`config.mk`:
```
export PLATFORM = sky130hd
export DESIGN_NAME = xcpl_div
export DESIGN_NICKNAME = d
export VERILOG_FILES = /design/src/hdl/xcpl_pkg.sv /design/src/hdl/xcpl_div.sv
export SDC_FILE = /design/constraint.sdc
export NUM_CORES = 1
export LEC_CHECK = 0
export BUFFER_PORTS_ARGS = -buffer_cell sky130_fd_sc_hd__buf_2
export CAP_MARGIN = 20
export CORE_ASPECT_RATIO = 1.75
export CORE_MARGIN = 2
export CORE_UTILIZATION = 50
export CTS_CLUSTER_SIZE = 25
export DETAILED_ROUTE_END_ITERATION = 12
export HOLD_SLACK_MARGIN = 0.12
export PLACE_DENSITY = 0.76
export SLEW_MARGIN = 20
export SYNTH_ARGS = -nofsm -noshare
export SYNTH_HDL_FRONTEND = slang
export SYNTH_SLANG_ARGS = --single-unit
```
`constraint.sdc`:
```
create_clock -name clk -period 4.2 [get_ports clk]
set_input_delay 0.84 -clock clk [delete_from_list [all_inputs] [get_ports clk]]
set_output_delay 0.84 -clock clk [all_outputs]
set_load 0.005 [all_outputs]
```
`src/hdl/xcpl_pkg.sv`:
```
// package: widths, constants and state codes for the cross-correlation lag estimator
package xcpl_pkg;
	localparam int WINDOW_MAX  = 4096;
	localparam int MAX_LAG     = 256;
	localparam int SAMPLE_BITS = 16;
	localparam int ADDR_W      = $clog2(WINDOW_MAX);
	localparam int CNT_W       = $clog2(WINDOW_MAX + 1);
	localparam int LAG_W       = $clog2(MAX_LAG + 2) + 1;
	localparam int ACC_W       = 2 * SAMPLE_BITS + CNT_W;
	localparam int CFG_W       = 9;
	localparam int LAGQ_W      = 18;
	localparam int PEAK_W      = 44;
	localparam logic [CFG_W-1:0] MAX_LAG_RESET = CFG_W'(100);

	typedef enum logic [3:0] {
		ST_LOAD,
		ST_LAG_INIT,
		ST_MAC,
		ST_MAC_DRAIN,
		ST_LAG_DONE,
		ST_DIV_INIT,
		ST_DIV,
		ST_OUT
	} state_t;

	typedef struct packed {
		logic                   start;
		logic signed [LAG_W-1:0] lag;
		logic [CNT_W-1:0]       n;
	} mac_cmd_t;

	typedef struct packed {
		logic                    done;
		logic signed [ACC_W-1:0] sum;
	} mac_rsp_t;
endpackage

```
`src/hdl/xcpl_div.sv`:
```
// restoring divider for the rounded parabola offset
module xcpl_div import xcpl_pkg::*; (
	input  logic                clk,
	input  logic                arst_n,
	input  logic                start,
	input  logic [ACC_W+1:0]    num,
	input  logic [ACC_W+1:0]    den,
	output logic                done,
	output logic [8:0]          quot
);
	logic [ACC_W+1:0] rem_q, den_q;
	logic [8:0] q_q;
	logic [3:0] cnt_q;
	logic busy_q, done_q;
	logic [ACC_W+2:0] trial;
	logic [9:0] rnd;

	// num < 2*den, so 9 steps give floor(256*num/den); rem stays below 2*den
	assign trial = {1'b0, rem_q} - {1'b0, den_q};

	always_ff @(posedge clk or negedge arst_n) begin
		if (!arst_n) begin
			busy_q <= 1'b0; done_q <= 1'b0; cnt_q <= '0;
		end else begin
			done_q <= 1'b0;
			if (start) begin
				busy_q <= 1'b1; cnt_q <= 4'd0;
			end else if (busy_q) begin
				cnt_q <= cnt_q + 1'b1;
				if (cnt_q == 4'd8) begin
					busy_q <= 1'b0; done_q <= 1'b1;
				end
			end
		end
	end

	always_ff @(posedge clk) begin
		if (start) begin
			rem_q <= num;
			den_q <= den;
			q_q <= '0;
		end else if (busy_q) begin
			// compare first, then shift the remainder for the next bit
			if (!trial[ACC_W+2]) begin
				rem_q <= {trial[ACC_W:0], 1'b0};
				q_q <= {q_q[7:0], 1'b1};
			end else begin
				rem_q <= {rem_q[ACC_W:0], 1'b0};
				q_q <= {q_q[7:0], 1'b0};
			end
		end
	end

	// halve with round half up: floor((256*num + den) / (2*den))
	assign rnd  = {1'b0, q_q} + 10'd1;
	assign done = done_q;
	assign quot = rnd[9:1];
endmodule

```
==> flow_summary.json, run 1 <==
{
  "drt-initial-drc-count": 346,
  "port_buffers": 106,
  "endpoint_kind": "flip-flop",
  "fin_crit_ns": 3.556,
  "pwr-share-seq_pct": 29.1,
  "p_leak_nw": 3.663,
  "dr.pass1.iters": 5,
  "die-area_mm2": 0.01613,
  "clkPwrFrac_pct": 15.4,
  "slew_violations": 0,
  "power_w": 0.005809,
  "area_growth_pct": 12.80,
  "ff_latch_area_mm2": 0.003153,
  "routed.top_layer": "met4",
  "synth_seq_cells": 109,
  "path_clk_slew_ns": 0.09,
  "wl_met3_um": 739,
  "cts_tree": "done",
  "post_cts_resized": 0,
  "grt_pass1_wl_mm": 29.70,
  "wl_met1_mm": 7.159,
  "grt_max_degree": 53,
  "fill_cells": 1335,
  "grt.overflow.total": 0,
  "hold_class": "in2async",
  "ios": 107,
  "final_antenna_net_count": 0,
  "synth_seq_area_share_pct": 41.77,
  "post_cts_buffers": 0,
  "outcome": "finished, final reports clean",
  "synthesis.nets": 955,
  "synth_edf_count": 94,
  "fp-row-count": 59,
  "core-area_mm2": 0.01484,
  "n_antenna_cell": 0,
  "grt_usage_pct": 22.36,
  "pre_cts_ws_ns": 0.6997,
  "cts.sinks": 109,
  "clk_path_buf_depth": 2,
  "period_share_pct": 84.67,
  "globalplace.congestion": 0.9477,
  "syn_area_per_cell_um2": 9.354,
  "clockRootBuffer": "clkbuf_16",
  "die_y_um": 166.5,
  "ir_drop_v": 0.0003047,
  "post-place-cells": 1064,
  "worstSetupStartpointType": "flip-flop",
  "rsz0062_at_grt": "no",
  "setup_tns_ns": 0,
  "tightest_slew_ns": 0.7162,
  "worstSkewPairLatency_ns": 0.36,
  "maxCapViolCount": 0,
  "path_max_fanout": 4,
  "switchingPower_w": 0.002545,
  "totalWireLength_mm": 18.16,
  "vias": 6291,
  "combPwrFrac_pct": 55.5,
  "powerDensity_mw_per_mm2": 682.3,
  "multi_input_area_mm2": 0.003993,
  "max_freq_ghz": 0.2812,
  "wl_per_cell_um": 16.81,
  "crit_type": "reg2reg",
  "sw_frac_of_total_pct": 43.82,
  "start_util_pct": 50.87,
  "grt_pass1_vias": 6293,
  "netlist_area_mm2": 0.007548,
  "fin_cells": 1080,
  "worstPathArrival_ns": 3.76,
  "vias_per_cell": 5.825,
  "fin_skew_ns": 0.01091,
  "wl_met2_mm": 9.806,
  "worstPathRequired_ns": 4.40,
  "grt_antenna_before_repair": 0,
  "h-tree-depth": 3,
  "synthArstFlopShare_pct": 5.505,
  "ys.flop_type": "edfxtp_1",
  "fin_ws_ns": 0.6440,
  "synth_cells": 807,
  "hpwlAfterDp_mm": 13.74,
  "cts_buffers": 9,
  "hold_viol_final": 0,
  "drc": 0,
  "yosysWarnings": 0,
  "ys_types": 70,
  "p_int_w": 0.003264,
  "nets": 1040,
  "dieWidth_um": 96.88,
  "r2r_slack_ns": 0.64,
  "hold_buffers": 0,
  "drive_gt1_share_pct": 18.84,
  "hold_slack_ns": 0.2894,
  "setup_viol": 0,
  "slew_headroom_pct": 52.25
}
## flip-flops by register name (all words and copies together) (netlist names)
register,count
q_q,9
busy_q,1
done,1
rem_q,47
cnt_q,4
den_q,47
## power groups by stage
stage	Clock (W)	Combinational (W)	Sequential, W
6_report	0.000895	0.00323	0.00169
5_1_grt	0.000931	0.00359	0.00172
4_1_cts	0.000906	0.00320	0.00169
3_5_place_dp	0	0.00318	0.00171
3_3_place_gp	0	0.00315	0.00170
2_1_floorplan	0	0.00250	0.00165
## synthesized netlist by cell type, types with 14 or more instances
library cell | instances | area (um2)
nor2_1 | 75 | 281.5
xnor2_1 | 20 | 175.2
a21oi_1 | 89 | 445.4
ha_1 | 50 | 625.6
inv_1 | 62 | 232.7
a21o_1 | 19 | 142.6
nand4_1 | 14 | 87.58
o21ai_0 | 52 | 260.3
edfxtp_1 | 94 | 2823
nand3_1 | 26 | 130.1
xor2_1 | 19 | 166.4
clkbuf_1 | 22 | 82.58
nand2_1 | 56 | 210.2
mux2_2 | 23 | 259.0
buf_2 | 14 | 70.07
## final cells by class
cell class / count / area share [%]
Clock buffer: 9 / 2.645
Clock inverter: 7 / 1.043
Inverter: 62 / 2.733
Multi-Input combinational cell: 596 / 46.89
Sequential cell: 109 / 37.03
Tap cell: 183 / 2.689
Timing Repair Buffer: 114 / 6.965
## per-stage QoR
stage / utilization, % / instance area (um2)
after CTS: 57.38 / 8514
after floorplan: - / 7548
final: 57.38 / 8514
after global placement: 55.27 / 8200
after global routing: 57.38 / 8514
after detailed placement: 55.27 / 8200
## routing by layer
metal / global-route usage, % / up-vias
met3: 3.021 / 35
met4: 8.083 / 0
met1: 25.43 / 2961
li1: - / 3121
met2: 42.09 / 174
met5: 0 / -
## critical path: stages, from the launching register on
cell and delay, ns:
edfxtp_1 0.39, inv_1 0.07, ha_1 0.17, inv_1 0.06, fa_1 0.42, a211oi_1 0.36
o211ai_1 0.17, a31oi_1 0.36, o41ai_1 0.14, a211o_1 0.35, a31oi_2 0.23, o21ai_0 0.21
mux2_2 0.30, a22oi_1 0.18
## logic make-up (layout without fill, tap and decap cells)
| kind of cell | after synthesis | in the layout | synth area share (%) |
|---|---|---|---|
| simple gates | 231 | 231 | 14.77 |
| buf+inv | 102 | 192 | 5.337 |
| fa+ha+maj | 51 | 51 | 8.553 |
| xor+xnor | 39 | 39 | 4.525 |
| mux | 34 | 34 | 4.890 |
| flops | 109 | 109 | 41.77 |
| compound gates | 241 | 241 | 20.16 |
## path summary, 6_finish.rpt
kind / from / to / cells after the start
max: rem_q[0] / rem_q[41] / 13
min: arst_n / done / 1
max reg2reg: rem_q[0] / rem_q[41] / 13
min reg2reg: q_q[8] / q_q[8] / 2
max in group asynchronous: arst_n / busy_q / 1
min in group clk: q_q[8] / q_q[8] / 2
## placed cells by master, fill, tap and decap left out, types with 5 or more instances in the layout
master     count
buf_4          9
a31oi_1        9
a21o_1        19
ha_1          50
nor3_1        11
dfrtp_1        6
mux2_2        23
nor2b_1        5
and3_1         6
a21oi_1       89
edfxtp_1      94
nor2_1        75
o21bai_1       7
dfxtp_1        9
mux2i_1       11
nand4_1       14
nand2b_1       7
buf_2        105
or3_1          8
o21a_1        11
and2_1         6
nand3_1       26
clkbuf_16      9
o21ai_0       52
xor2_1        19
inv_1         61
xnor2_1       20
o211ai_1       9
nand2_1       56
(Power assumes the default switching activity.)
==> run 2: changes to the inputs <==
PLACE_DENSITY = 0.79   (was 0.76)
clock period = 3.1 ns   (was 4.2 ns; I/O delays follow)
==> run 2 against run 1 <==
  * The run now ends with setup timing left
  * Largest cell class unchanged
  * Die area unchanged
  * Via count up 6.9%
  * Count of clock-buffer cells in the layout unchanged
  * Largest power group unchanged
  * Combinational power up 81%
==> flow_summary.json, run 2 (synthesis results as in run 1) <==
{
  "cp_num_buf_inv": 2,
  "path_clk_slew_ns": 0.10,
  "slew_violations": 0,
  "globalplace.congestion": 0.9103,
  "hold_slack_ns": 0.4187,
  "period_share_pct": 101.9,
  "vias_per_cell": 5.824,
  "ios": 107,
  "worstPathRequired_ns": 3.21,
  "cts.sinks": 109,
  "grt_max_degree": 48,
  "placed_cell_area_mm2": 0.008676,
  "worstPathArrival_ns": 3.27,
  "final_cell_mix": "buf_2 (105), edfxtp_1 (94), a21oi_1 (80)",
  "h-tree-depth": 3,
  "cpMaxStageDelayCell": "edfxtp_1",
  "final_common_cell": "buf_2",
  "die_y_um": 166.5,
  "met1_usage_pct": 26.85,
  "dr.pass1.iters": 5,
  "worstSkewPairLatency_ns": 0.37,
  "clockRootBuffer": "clkbuf_16",
  "worstSetupStartpointType": "flip-flop",
  "met3_usage_pct": 3.525,
  "critical_path.top_delay_family": "compound AO/OA/AOI/OAI gates",
  "p_leak_nw": 4.122,
  "drive_gt1_share_pct": 30.04,
  "grt_use_met2_pct": 45.86,
  "hold_viol_final": 0,
  "n_antenna_cell": 0,
  "area_growth_pct": 26.60,
  "path_max_fanout": 4,
  "ir_drop_v": 0.0004605,
  "totalWireLength_mm": 20.33,
  "clk_path_buf_depth": 2,
  "nets": 1115,
  "outcome": "finished, violations left",
  "core-area_mm2": 0.01484,
  "grt_pass1_wl_mm": 32.06,
  "port_buffers": 106,
  "fill_cells": 1236,
  "max_freq_ghz": 0.3166,
  "fin_crit_ns": 3.159,
  "grt.overflow.total": 0,
  "grt_usage_pct": 24.29,
  "slew_headroom_pct": 56.86,
  "grt_pass1_vias": 6804,
  "grt_antenna_before_repair": 0,
  "drc": 0,
  "maxCapViolCount": 0,
  "die-area_mm2": 0.01613,
  "failed_checks": "setup timing",
  "fp-row-count": 59,
  "hold_class": "in2reg",
  "hpwlAfterDp_mm": 14.41,
  "dieWidth_um": 96.88,
  "multi_input_area_mm2": 0.004328,
  "fin_area_mm2": 0.009557,
  "finish.utilization_pct": 64.41,
  "setup_viol": 2,
  "fin_ws_ns": -0.05855,
  "reg_top3": "den_q (47), rem_q (47), q_q (9)",
  "crit_type": "reg2reg",
  "tightest_slew_ns": 0.6403,
  "rsz0062_at_grt": "yes",
  "wl_per_cell_um": 17.60,
  "fin_skew_ns": 0.02100,
  "powerDensity_mw_per_mm2": 980.8,
  "drt-initial-drc-count": 341,
  "slowest_delay_ns": 0.39,
  "path_cells": "inv_1 -> ha_2 -> inv_2 -> fa_2 -> a211oi_2 -> o211ai_1 -> a31oi_2 -> o41ai_2 -> a211o_1 -> a31oi_4 -> o21bai_1 -> xor2_1 -> a221o_1",
  "start_util_pct": 50.87,
  "cts_tree": "done",
  "endpoint_kind": "flip-flop",
  "grt_busiest_layer": "met2",
  "final_antenna_net_count": 0,
  "cts_buffers": 9,
  "vias": 6727,
  "ff_latch_area_mm2": 0.003153
}
## run 2: cell count changes in the layout (fill, tap and decap cells not counted), moves of 3 or more
cell / previous run / this run
buf_6: 0 / 3
ha_2: 0 / 5
buf_12: 0 / 7
nor2_1: 75 / 72
a21oi_1: 89 / 80
o21ai_1: 2 / 9
nor2_2: 0 / 3
a21oi_2: 1 / 9
ha_1: 50 / 36
ha_4: 0 / 9
o21ai_0: 52 / 41
buf_4: 9 / 71
## run 2: cell type report
| type | count | area share (%) |
|---|---|---|
| Multi-Input combinational cell | 596 | 45.29 |
| Sequential cell | 109 | 32.99 |
| Timing Repair Buffer | 189 | 13.63 |
| Inverter | 62 | 2.461 |
| Tap cell | 183 | 2.396 |
| Clock buffer | 9 | 2.357 |
| Clock inverter | 7 | 0.8772 |
## run 2: final timing paths
check | start | end | slack [ns] | cells after the start
max | rem_q[0] | rem_q[33] | -0.06 | 13
min | den[39] | den_q[39] | 0.42 | 1
min reg2reg | q_q[0] | q_q[0] | 0.55 | 2
max reg2reg | rem_q[0] | rem_q[33] | -0.06 | 13
min in group asynchronous | arst_n | cnt_q[2] | 0.62 | 2
max in group asynchronous | arst_n | done | 2.34 | 2
## run 2: where the power goes
part	internal, W	leakage [nW]	switching, W	total [W]
Sequential	0.00207	1.10	0.000245	0.00231
Combinational	0.00275	2.87	0.00310	0.00585
Clock	0.000584	0.152	0.000628	0.00121
Total	0.00540	4.12	0.00397	0.00937
## run 2: per-stage QoR
step,setup TNS (ns),worst slack (ns),instances,total power (W)
global placement,-1.589,-0.2557,1119,0.007075
detailed placement,-2.462,-0.3019,1119,0.007166
floorplan,0,0.06557,807,0.005629
CTS,-0.01168,-0.01168,1146,0.008896
global route,-1.773,-0.1639,1155,0.009978
finish,-0.08499,-0.05855,1155,0.009373
## run 2: worst reg2reg max path: cells and delay by family (launching register included)
kind,cells,cell delay (ns)
xor gates and xnor gates,1,0.14
AOI/OAI and AO/OA,8,1.74
adders and majority gates,2,0.54
DFF,1,0.39
buffers and inverters,2,0.11
## run 2: timing repair
| item | CTS | global route |
|---|---|---|
| hold buffers | 1 | 0 |
| hold endpoints to repair | 6 | 0 |
| buffers inserted | 12 | 10 |
| cloned | 2 | 0 |
| pin swaps | 16 | 29 |
| resized for setup | 29 | 50 |
| endpoints found under the setup margin | 31 | 44 |
## run 2: layer usage
| layer | share of wire [%] | up-vias | wire length [um] |
|---|---|---|---|
| li1 | - | 3263 | - |
| met3 | 3.8 | 63 | 782 |
| met5 | 0 | - | 0 |
| met1 | 38 | 3203 | 7753 |
| met2 | 55 | 198 | 11140 |
| met4 | 3.3 | 0 | 661 |
